[config.mk]
export PLATFORM = sky130hd
export DESIGN_NAME = ascii_sensor_frame_monitor
export DESIGN_NICKNAME = d
export VERILOG_FILES = /design/src/asfm_pkg.sv /design/src/asfm_front.sv /design/src/asfm_queue.sv /design/src/asfm_back.sv /design/src/ascii_sensor_frame_monitor.sv
export SDC_FILE = /design/constraint.sdc
export NUM_CORES = 1
export LEC_CHECK = 0
export BUFFER_PORTS_ARGS = -buffer_cell sky130_fd_sc_hd__buf_2
export CAP_MARGIN = 25
export CORE_MARGIN = 3
export CORE_UTILIZATION = 25
export DETAILED_ROUTE_END_ITERATION = 10
export GPL_ROUTABILITY_DRIVEN = 0
export PLACE_DENSITY = 0.43
export SYNTH_ARGS = -nofsm -noshare
export SYNTH_HDL_FRONTEND = slang
export SYNTH_SLANG_ARGS = --single-unit
[constraint.sdc]
create_clock -name i_clk -period 4.65 [get_ports i_clk]
set_clock_uncertainty 0.1 [all_clocks]
set_input_delay 0.2325 -clock i_clk [delete_from_list [all_inputs] [get_ports i_clk]]
set_output_delay 0.2325 -clock i_clk [all_outputs]
set_load 0.01 [all_outputs]
[src/asfm_pkg.sv]
package asfm_pkg;

    // Character codes seen on the sensor link.
    localparam logic [7:0] CHAR_LF    = 8'd10;
    localparam logic [7:0] CHAR_CR    = 8'd13;
    // Offset that makes three raw bytes into a value: 48*100 + 48*10 + 48.
    localparam logic [15:0] DIGIT_BIAS = 16'd5328;
    localparam logic [15:0] WEIGHT_HUNDREDS = 16'd100;
    localparam logic [15:0] WEIGHT_TENS     = 16'd10;

    // Sensor slot codes.
    typedef logic [1:0] t_slot;
    localparam t_slot SLOT_FIRST  = 2'd0;
    localparam t_slot SLOT_SECOND = 2'd1;
    localparam t_slot SLOT_STATUS = 2'd2;

    // Status bit positions, both in the frame value and in the sticky flags.
    localparam int FLAG_TEMP  = 0;
    localparam int FLAG_HUMID = 1;
    localparam int FLAG_RAIN  = 2;
    localparam int FLAG_BASE  = 3;
    localparam int FLAG_ANY   = 4;
    localparam int FLAG_W     = 5;

    // Configuration port.
    localparam int CFG_ADDR_W = 8;
    localparam int LIMIT_W    = 10;
    localparam logic [CFG_ADDR_W-1:0] REG_FIRST_LIMIT  = 8'd0;
    localparam logic [CFG_ADDR_W-1:0] REG_SECOND_LIMIT = 8'd1;
    localparam logic [LIMIT_W-1:0]    LIMIT_RESET      = 10'd500;

    // Frame queue between the front and the back.
    localparam int QUEUE_DEPTH = 2;
    localparam int QPTR_W      = $clog2(QUEUE_DEPTH);
    localparam int QCNT_W      = $clog2(QUEUE_DEPTH + 1);

    // One decoded frame as it travels from the front to the back.
    typedef struct packed {
        t_slot       slot;
        logic [15:0] value;
    } t_frame;

endpackage

[src/asfm_front.sv]
module asfm_front
    import asfm_pkg::*;
(
    input  logic   i_clk,
    input  logic   i_rst_n,
    input  logic   i_accept,
    input  logic [7:0] i_rx_byte,
    output logic   o_push,
    output t_frame o_frame
);

    logic [7:0] r_win [4];
    logic [7:0] n_win [4];
    t_slot      r_slot;
    t_slot      n_slot;
    logic       frame_hit;
    logic       zero_case;
    logic [15:0] raw_sum;

    // After the shift the oldest byte is the current second byte.
    assign frame_hit = (r_win[1] == CHAR_LF);
    assign zero_case = (r_win[3] == CHAR_CR) && (i_rx_byte == CHAR_LF);

    // Unchecked three-digit decode, wrapped to sixteen bits.
    assign raw_sum = {8'd0, r_win[2]} * WEIGHT_HUNDREDS
                   + {8'd0, r_win[3]} * WEIGHT_TENS
                   + {8'd0, i_rx_byte}
                   - DIGIT_BIAS;

    assign o_push       = i_accept && frame_hit;
    assign o_frame.slot = r_slot;
    assign o_frame.value = zero_case ? 16'd0 : raw_sum;

    // Window shift, cleared after every frame.
    always_comb begin
        if (frame_hit) begin
            n_win[0] = 8'd0;
            n_win[1] = 8'd0;
            n_win[2] = 8'd0;
            n_win[3] = 8'd0;
        end else begin
            n_win[0] = r_win[1];
            n_win[1] = r_win[2];
            n_win[2] = r_win[3];
            n_win[3] = i_rx_byte;
        end
    end

    // Slot rotation on each frame.
    always_comb begin
        case (r_slot)
            SLOT_FIRST:  n_slot = SLOT_SECOND;
            SLOT_SECOND: n_slot = SLOT_STATUS;
            default:     n_slot = SLOT_FIRST;
        endcase
    end

    always_ff @(posedge i_clk) begin
        if (!i_rst_n) begin
            r_win[0] <= 8'd0;
            r_win[1] <= 8'd0;
            r_win[2] <= 8'd0;
            r_win[3] <= 8'd0;
            r_slot   <= SLOT_FIRST;
        end else if (i_accept) begin
            r_win <= n_win;
            if (frame_hit) begin
                r_slot <= n_slot;
            end
        end
    end

    // The slot code never reaches three.
    a_slot_range: assert property (@(posedge i_clk) disable iff (!i_rst_n)
        r_slot != 2'd3)
        else $error("front slot counter out of range");

    // A frame always leaves an empty window behind.
    a_win_clear: assert property (@(posedge i_clk) disable iff (!i_rst_n)
        o_push |=> (r_win[0] == 8'd0) && (r_win[3] == 8'd0))
        else $error("window not cleared after a frame");

endmodule

[src/asfm_queue.sv]
module asfm_queue
    import asfm_pkg::*;
(
    input  logic   i_clk,
    input  logic   i_rst_n,
    input  logic   i_push,
    input  t_frame i_frame,
    output logic   o_full,
    input  logic   i_pop,
    output logic   o_valid,
    output t_frame o_frame
);

    t_frame              r_mem [QUEUE_DEPTH];
    logic [QPTR_W-1:0]   r_wr_ptr;
    logic [QPTR_W-1:0]   r_rd_ptr;
    logic [QCNT_W-1:0]   r_count;

    assign o_full  = (r_count == QCNT_W'(QUEUE_DEPTH));
    assign o_valid = (r_count != '0);
    assign o_frame = r_mem[r_rd_ptr];

    // Entry storage, no reset needed.
    always_ff @(posedge i_clk) begin
        if (i_push) begin
            r_mem[r_wr_ptr] <= i_frame;
        end
    end

    // Pointers and fill count.
    always_ff @(posedge i_clk) begin
        if (!i_rst_n) begin
            r_wr_ptr <= '0;
            r_rd_ptr <= '0;
            r_count  <= '0;
        end else begin
            if (i_push) begin
                r_wr_ptr <= (r_wr_ptr == QPTR_W'(QUEUE_DEPTH - 1)) ? '0 : r_wr_ptr + 1'b1;
            end
            if (i_pop) begin
                r_rd_ptr <= (r_rd_ptr == QPTR_W'(QUEUE_DEPTH - 1)) ? '0 : r_rd_ptr + 1'b1;
            end
            case ({i_push, i_pop})
                2'b10:   r_count <= r_count + 1'b1;
                2'b01:   r_count <= r_count - 1'b1;
                default: r_count <= r_count;
            endcase
        end
    end

    a_no_overflow: assert property (@(posedge i_clk) disable iff (!i_rst_n)
        o_full |-> !i_push)
        else $error("frame pushed into a full queue");

    a_no_underflow: assert property (@(posedge i_clk) disable iff (!i_rst_n)
        i_pop |-> o_valid)
        else $error("frame popped from an empty queue");

endmodule

[src/asfm_back.sv]
module asfm_back
    import asfm_pkg::*;
(
    input  logic   i_clk,
    input  logic   i_rst_n,
    input  logic   i_cfg_valid,
    input  logic [CFG_ADDR_W-1:0] i_cfg_addr,
    input  logic [LIMIT_W-1:0]    i_cfg_data,
    input  logic   i_q_valid,
    input  t_frame i_q_frame,
    output logic   o_q_pop,
    output logic   o_m_tvalid,
    input  logic   i_m_tready,
    output logic [23:0] o_m_tdata,
    output logic [1:0]  o_m_tuser
);

    logic [LIMIT_W-1:0] r_first_limit;
    logic [LIMIT_W-1:0] r_second_limit;
    logic [15:0]        r_first;
    logic [15:0]        r_second;
    logic [15:0]        n_first;
    logic [15:0]        n_second;
    logic [FLAG_W-1:0]  r_flags;
    logic [FLAG_W-1:0]  n_flags;
    logic               n_stop;
    logic               n_ret;
    logic               n_close;
    logic               r_out_valid;
    logic [23:0]        r_out_data;
    t_slot              r_out_slot;

    assign o_q_pop    = i_q_valid && (!r_out_valid || i_m_tready);
    assign o_m_tvalid = r_out_valid;
    assign o_m_tdata  = r_out_data;
    assign o_m_tuser  = r_out_slot;

    // Limit registers.
    always_ff @(posedge i_clk) begin
        if (!i_rst_n) begin
            r_first_limit  <= LIMIT_RESET;
            r_second_limit <= LIMIT_RESET;
        end else if (i_cfg_valid) begin
            if (i_cfg_addr == REG_FIRST_LIMIT) begin
                r_first_limit <= i_cfg_data;
            end else if (i_cfg_addr == REG_SECOND_LIMIT) begin
                r_second_limit <= i_cfg_data;
            end
        end
    end

    // Store the frame in its slot and decode the status bits.
    always_comb begin
        n_first  = r_first;
        n_second = r_second;
        n_flags  = r_flags;
        n_stop   = 1'b0;
        n_ret    = 1'b0;
        case (i_q_frame.slot)
            SLOT_FIRST:  n_first  = i_q_frame.value;
            SLOT_SECOND: n_second = i_q_frame.value;
            SLOT_STATUS: begin
                if (i_q_frame.value[FLAG_TEMP]) begin
                    n_flags[FLAG_TEMP] = 1'b1;
                    n_flags[FLAG_ANY]  = 1'b1;
                    n_stop             = 1'b1;
                end
                if (i_q_frame.value[FLAG_HUMID]) begin
                    n_flags[FLAG_HUMID] = 1'b1;
                    n_flags[FLAG_ANY]   = 1'b1;
                    n_stop              = 1'b1;
                end
                if (i_q_frame.value[FLAG_RAIN]) begin
                    n_flags[FLAG_RAIN] = 1'b1;
                    n_flags[FLAG_ANY]  = 1'b1;
                    n_ret              = 1'b1;
                end
                if (i_q_frame.value[FLAG_BASE]) begin
                    n_flags[FLAG_BASE] = 1'b1;
                end
            end
            default: begin
                n_flags = r_flags;
            end
        endcase
    end

    // Signed reading against the unsigned limit.
    assign n_close = ($signed(n_first)  > $signed({6'd0, r_first_limit})) ||
                     ($signed(n_second) > $signed({6'd0, r_second_limit}));

    // Sensor state, updated once per frame.
    always_ff @(posedge i_clk) begin
        if (!i_rst_n) begin
            r_first  <= 16'd0;
            r_second <= 16'd0;
            r_flags  <= '0;
        end else if (o_q_pop) begin
            r_first  <= n_first;
            r_second <= n_second;
            r_flags  <= n_flags;
        end
    end

    // Output register.
    always_ff @(posedge i_clk) begin
        if (!i_rst_n) begin
            r_out_valid <= 1'b0;
        end else if (o_q_pop) begin
            r_out_valid <= 1'b1;
        end else if (i_m_tready) begin
            r_out_valid <= 1'b0;
        end
    end

    always_ff @(posedge i_clk) begin
        if (o_q_pop) begin
            r_out_slot <= i_q_frame.slot;
            r_out_data <= {n_flags[FLAG_ANY], n_flags[FLAG_BASE], n_flags[FLAG_RAIN],
                           n_flags[FLAG_HUMID], n_flags[FLAG_TEMP],
                           n_ret, n_stop, n_close, i_q_frame.value};
        end
    end

    // The any-error flag follows the three error flags exactly.
    a_any_flag: assert property (@(posedge i_clk) disable iff (!i_rst_n)
        r_flags[FLAG_ANY] == (r_flags[FLAG_TEMP] || r_flags[FLAG_HUMID]
                              || r_flags[FLAG_RAIN]))
        else $error("any-error flag out of step");

    // Motor and return requests come only from status frames.
    a_status_only: assert property (@(posedge i_clk) disable iff (!i_rst_n)
        (r_out_valid && (r_out_data[17] || r_out_data[18])) |-> r_out_slot == SLOT_STATUS)
        else $error("status request on a wire frame");

    // Sticky flags never clear outside reset.
    a_sticky: assert property (@(posedge i_clk) disable iff (!i_rst_n)
        ((r_flags & $past(r_flags)) == $past(r_flags)) || !$past(i_rst_n))
        else $error("sticky flag cleared");

endmodule

[src/ascii_sensor_frame_monitor.sv]
// Path: once a frame's last byte is accepted, the frame is pushed into the queue; the back pops it
// and registers its result in the output register, which holds it until the result is taken.
// Throughput: one received byte per cycle; one result per completed frame, at most every fourth byte.
// The input stalls only while the two-entry frame queue is full behind a stalled output.
// Bytes that complete no frame only shift the window and produce nothing.
// Reset (i_rst_n low, synchronous) clears window, slot, readings and flags; limits go to 500.
module ascii_sensor_frame_monitor
    import asfm_pkg::*;
(
    input  logic        i_clk,
    input  logic        i_rst_n,
    // Received bytes: tdata[7:0] rx_byte.
    input  logic        i_s_tvalid,
    output logic        o_s_tready,
    input  logic [7:0]  i_s_tdata,
    // Results: tdata[15:0] frame_value, [16] wire_close, [17] stop_motor,
    // [18] return_to_base, [19] temp_error_seen, [20] humidity_error_seen,
    // [21] rain_seen, [22] at_base, [23] any_error_seen.
    output logic        o_m_tvalid,
    input  logic        i_m_tready,
    output logic [23:0] o_m_tdata,
    // Results: tuser[1:0] slot.
    output logic [1:0]  o_m_tuser,
    // Register writes.
    input  logic        i_cfg_valid,
    output logic        o_cfg_ready,
    input  logic [CFG_ADDR_W-1:0] i_cfg_addr,
    input  logic [LIMIT_W-1:0]    i_cfg_data
);

    logic   q_full;
    logic   push;
    t_frame push_frame;
    logic   pop;
    logic   q_valid;
    t_frame q_frame;
    logic   in_accept;

    assign o_s_tready  = !q_full;
    assign o_cfg_ready = 1'b1;
    assign in_accept   = i_s_tvalid && o_s_tready;

    asfm_front u_front (
        .i_clk     (i_clk),
        .i_rst_n   (i_rst_n),
        .i_accept  (in_accept),
        .i_rx_byte (i_s_tdata),
        .o_push    (push),
        .o_frame   (push_frame)
    );

    asfm_queue u_queue (
        .i_clk   (i_clk),
        .i_rst_n (i_rst_n),
        .i_push  (push),
        .i_frame (push_frame),
        .o_full  (q_full),
        .i_pop   (pop),
        .o_valid (q_valid),
        .o_frame (q_frame)
    );

    asfm_back u_back (
        .i_clk       (i_clk),
        .i_rst_n     (i_rst_n),
        .i_cfg_valid (i_cfg_valid),
        .i_cfg_addr  (i_cfg_addr),
        .i_cfg_data  (i_cfg_data),
        .i_q_valid   (q_valid),
        .i_q_frame   (q_frame),
        .o_q_pop     (pop),
        .o_m_tvalid  (o_m_tvalid),
        .i_m_tready  (i_m_tready),
        .o_m_tdata   (o_m_tdata),
        .o_m_tuser   (o_m_tuser)
    );

endmodule

### Word level (Yosys, flattened, before mapping)

Memories as Yosys holds them, arrays and structs flattened. A register that Yosys moved wholly into a read port is not among the register bits.
Index checks and enable logic that the tools add are counted.

* add/subtract/negate cells: 7
* $mul: 2
* $lt $le $gt $ge: 2
* eq/ne operators: 10
* multiplexer cells: 25
* bitwise logic cells: 1
* reductions and logical operators: 17

Operators by type and width (count)
* 16-bit two-way mux: 3
* 16-bit by 11-bit > comparator with 1-bit output: 2
* 8-bit by 4-bit equality test with 1-bit output, second input constant: 3
* 24-bit two-way mux: 1
* 1-bit two-way mux: 18
* 15-bit by 12-bit adder with 16-bit output: 1
* 16-bit by 8-bit adder with 16-bit output: 1
* 16-bit by 13-bit subtractor with 16-bit output, second input constant: 1
* 8-bit by 5-bit multiplier with 13-bit output, second input constant: 1
* 8-bit by 3-bit multiplier with 11-bit output, second input constant: 1
* 8-bit by 1-bit equality test with 1-bit output, second input constant: 1
* 8-bit zero test: 1
* 2-bit case mux with 2 select lines: 2
* 2-bit by 1-bit equality test with 1-bit output, second input constant: 3
* 2-bit equality test, second input constant: 3
* 2-bit nonzero test: 3
* 5-bit two-way mux: 1
* 1-bit logical AND: 4
* 2-bit zero test: 2
* 2-bit AND reduction: 2
* 3-bit AND reduction: 1
* 1-bit adder, second input constant: 2
* 2-bit by 1-bit adder with 2-bit output, second input constant: 1
* 1-bit zero test: 2
* 3 further kinds: 4

* register bits: 114
* bits in writable memories: 36
* input bits: 31
* logic and storage cells: 81
* memories: 1

Memory list
* u_queue.r_mem: words 2, bits a word 18, read ports 1, clocked after Yosys merged registers in 1, write ports 1, line asfm_queue.sv:14 `t_frame r_mem [QUEUE_DEPTH];`

### Logic depth before layout (Yosys ltp)

* depth after elaboration: 6
* mapped depth: 20
* gate-level depth less buffers: 20

### By module

Synthesis repeated with hierarchy kept, for this count alone.

* cells, all modules: 763
* area total of the unflattened synthesis: 8395.6 um^2

By module, submodules not included
* asfm_back: times used 1, cells an instance 335, area an instance 3868.7 um^2
* asfm_front: times used 1, cells an instance 346, area an instance 2990.4 um^2
* asfm_queue: times used 1, cells an instance 78, area an instance 1515.2 um^2
* ascii_sensor_frame_monitor: times used 1, cells an instance 4, area an instance 21.3 um^2

### Worst setup path after synthesis

Ideal clock, no wire load.

* path kind: flip-flop to flip-flop
* start: reg u_front.r_win[10] (netlist name)
* end: mem u_queue.r_mem[0][14] (netlist name) (data pin)
* library setup time: 0.270 ns
* data arrival time: 3.992 ns
* required time: 4.280 ns
* slack: 0.288 ns
* cell stages (with the launch flop): 19
* path buffers: 0
* period minus slack after synthesis: 4.362 ns
* cell sequence: dfxtp_1 ha_1 ha_1 fa_1 ha_1 a21oi_1 o21ai_0 nor2_1 xor2_1 ha_1 inv_1 ha_1 ha_1 a21o_1 a21oi_1 nor2b_1 a311oi_2 xnor2_1 nor2_1

RTL lines
* start: declaration: line asfm_front.sv:12 `logic [7:0] r_win [4];`
* start signal: assignment: line asfm_front.sv:66 `r_win <= n_win;`
* end: declaration: line asfm_queue.sv:14

==> impl_metrics.ini <==
[floorplanning]
ioPinCount = 60
placementRows = 66
fp.dieArea_mm2 = 0.0354
coreArea_mm2 = 0.0326
die_h_um = 188
start_util = 0.254
die_x_um = 188

[timing]
post-route-worst-setup-slack_ps = 266
final_hold_viol_count = 0
finalMaxSlewViolations = 0
tightestPinTransition_ps = 893
post-route-min-period_ps = 4380
final.period_utilization = 0.943
hold_ws_ps = 95.7
setup_viol = 0
fmax_ghz = 0.228
maxSlewHeadroom = 0.403
fin_tns_setup_ps = 0

[route]
drt_first_iter_violations = 211
first_pass_iters = 5
num_vias = 5735
drt-wirelength-per-cell_um = 13.8
ant_nets = 0
vias_per_cell = 4.27
route.detailed.drc = 0
drt-total-wl_mm = 18.5

[logic_synthesis]
yosys-top-cells-area = edfxtp_1, dfxtp_1, ha_1, nand2_1, mux2i_1
ys_top_cells_by_count = nand2_1, ha_1, dfxtp_1
synth-edff-count = 62
synthMostInstantiatedCell = nand2_1
ys_seq_area_frac = 0.440
synth_cell_type_count = 61
syn_area_mm2 = 0.00829
syn_nets = 939
synthCells = 807
ys.flop_type = dfxtp_1
yosysTopAreaCell = edfxtp_1
ys_ff_latch = 151
yosysTopAreaCellShare = 0.225
synth.avg_cell_area_um2 = 10.3
synthArstFlopShare = 0
yosysWarnings = 0

[global_routing]
gr-total-overflow = 0
grt_pass1_vias = 5722
grt_use_total = 0.109
grt_max_degree = 67
grt_antenna_before_repair = 0
grt_pass1_wl_mm = 30.6

[worst_setup_path]
endpoint = u_queue.r_mem[0][11]$_DFFE_PP_
reg2regPathDepth = 13
cp_max_fo = 5
r2r_end = u_queue.r_mem[0][11]$_DFFE_PP_
startpoint = u_front.r_win[9]$_SDFFE_PN0P_
reg2reg_slack_ps = 270
worst_setup_path_end_kind = register
required_ps = 4770
arrival_ps = 4500
reg2reg_from = u_front.r_win[9]$_SDFFE_PN0P_
critical_path_class = reg2reg
worstSetupStartpointType = register

[final_layout]
design_area_mm2 = 0.00990
layout-drive-gt1-share = 0.175
fin_nets = 1021
syn2layout_area_growth_pct = 19.5
nFillCells = 3408
final_util = 0.304
antenna-diode-count = 0

[place]
port_buffers = 58
dpl_cell_area_mm2 = 0.00911
place_ws_ps = 91.6
dp_hpwl_mm = 13.5

[clock_tree]
numCtsBuffers = 17
clk_pin_slew_ps = 70
htreeDepth = 4
cts_tree = done
clock-sinks = 151
clkLatencyLatePin_ps = 420
clk_path_buf_depth = 2
clockRootBuffer = clkbuf_16

[power]
p_per_area_mw_per_mm2 = 390
ir_worst_vdd_uv = 247
p_leak_uw = 0.00420

[run_status]
status = completed

[job]
max_cap_viol_count = 0

[min_path]
hp-class = in2reg
[worst min path at each step]
stage / start / end / depth (start not counted)
2_1_floorplan: i_cfg_data[2] / u_back.r_second_limit[2]$_SDFFE_PN1P_ / 2
3_3_place_gp: u_front.r_win[19]$_SDFFE_PN0P_ / u_front.r_win[19]$_SDFFE_PN0P_ / 2
3_5_place_dp: u_front.r_win[17]$_SDFFE_PN0P_ / u_front.r_win[17]$_SDFFE_PN0P_ / 2
4_1_cts: i_m_tready / u_back.o_m_tvalid$_SDFFE_PN0P_ / 3
5_1_grt: i_m_tready / u_back.o_m_tvalid$_SDFFE_PN0P_ / 3
6_report: i_m_tready / u_back.o_m_tvalid$_SDFFE_PN0P_ / 3
[logic make-up (layout without fill, tap and decap cells)]
family / count (synthesis) / count (layout) / synth area share
and+or+nand+nor: 241 / 241 / 0.140
DFF: 151 / 151 / 0.440
AOI/OAI and AO/OA: 137 / 137 / 0.113
adders and majority gates: 101 / 101 / 0.162
buffers and inverters: 97 / 192 / 0.0477
muxes: 57 / 57 / 0.0737
xor gates and xnor gates: 22 / 22 / 0.0233
other: 1 / 1 / 0.000453
[cell usage in the layout, fill, tap and decap left out, types with 5 or more instances in the layout]
cell type | netlist | layout
xnor2_1 | 14 | 14
dfxtp_1 | 89 | 86
clkinv_4 | 0 | 5
clkinv_2 | 0 | 5
buf_4 | 2 | 18
a21oi_1 | 54 | 51
edfxtp_1 | 62 | 62
nand2_1 | 118 | 118
clkbuf_16 | 0 | 17
a21o_1 | 8 | 8
fa_1 | 11 | 11
nand3_1 | 5 | 5
mux2_2 | 24 | 24
xor2_1 | 8 | 8
dlygate4sd3_1 | 0 | 18
buf_2 | 7 | 58
o211ai_1 | 8 | 8
o21ai_0 | 13 | 11
nor2_1 | 34 | 34
nor2b_1 | 34 | 34
inv_1 | 65 | 65
o21a_1 | 5 | 5
ha_1 | 90 | 87
a211oi_1 | 6 | 6
and2_1 | 7 | 7
nor3_1 | 10 | 10
a21boi_0 | 19 | 19
mux2i_1 | 31 | 31
[final cells by class]
class	count	area, um2	share of cell area
inverters	66	248	0.0250
flip-flops and latches	151	3650	0.368
clock buffers	17	425	0.0430
multi-input cells	559	4300	0.434
well taps	442	553	0.0559
clock inverters	15	123	0.0124
repair buffers	94	606	0.0612
[metrics by stage]
step,total power (uW),instances
after global routing,4120,1344
after global placement,2590,1293
after detailed placement,2590,1293
after CTS,3920,1343
after floorplan,2300,807
final,3860,1344
[per-layer routing]
metal  track usage  vias to the layer above  wire (um)
met5             0                        -          0
met4        0.0268                        0        144
met3        0.0228                        8        486
met2         0.169                       80       8310
met1         0.154                     2686       9580
li1              -                     2961          -
[report_power, final]
group	leakage [uW]	internal (uW)	total, uW	switching [uW]
registers	0.00128	1520	1560	34.6
logic	0.00264	412	1010	598
clock network	0.000278	697	1290	596
total	0.00420	2630	3860	1230
[repair_timing]
item,4_1_cts,5_1_grt
hold buffers,18,0
endpoints found under the setup margin,0,10
resized for setup,0,12
setup buffers,0,1
hold endpoints to repair,30,0
[critical path: stages (launching register included)]
cell and delay, ps:
dfxtp_2 340, ha_1 290, ha_1 330, ha_4 240
fa_1 550, fa_1 420, ha_1 310, ha_1 350
o21a_1 120, o31a_1 130, o311a_1 370, o21a_1 210
o21a_1 170, nor3_1 250
[flip-flops by register name (all words and copies together), names as in the netlist, named ones only]
signal and flops:
u_back.o_m_tdata 24, u_back.o_m_tvalid 1, u_back.r_second_limit 10, u_back.o_m_tuser 2
u_queue.r_count 2, u_back.r_flags 5, u_front.r_slot 2, u_queue.r_wr_ptr 1
u_back.r_second 16, u_back.r_first 16, u_front.r_win 24, u_back.r_first_limit 10
u_queue.r_mem 36, u_queue.r_rd_ptr 1
No activity file was read; power rests on OpenSTA's default activity.
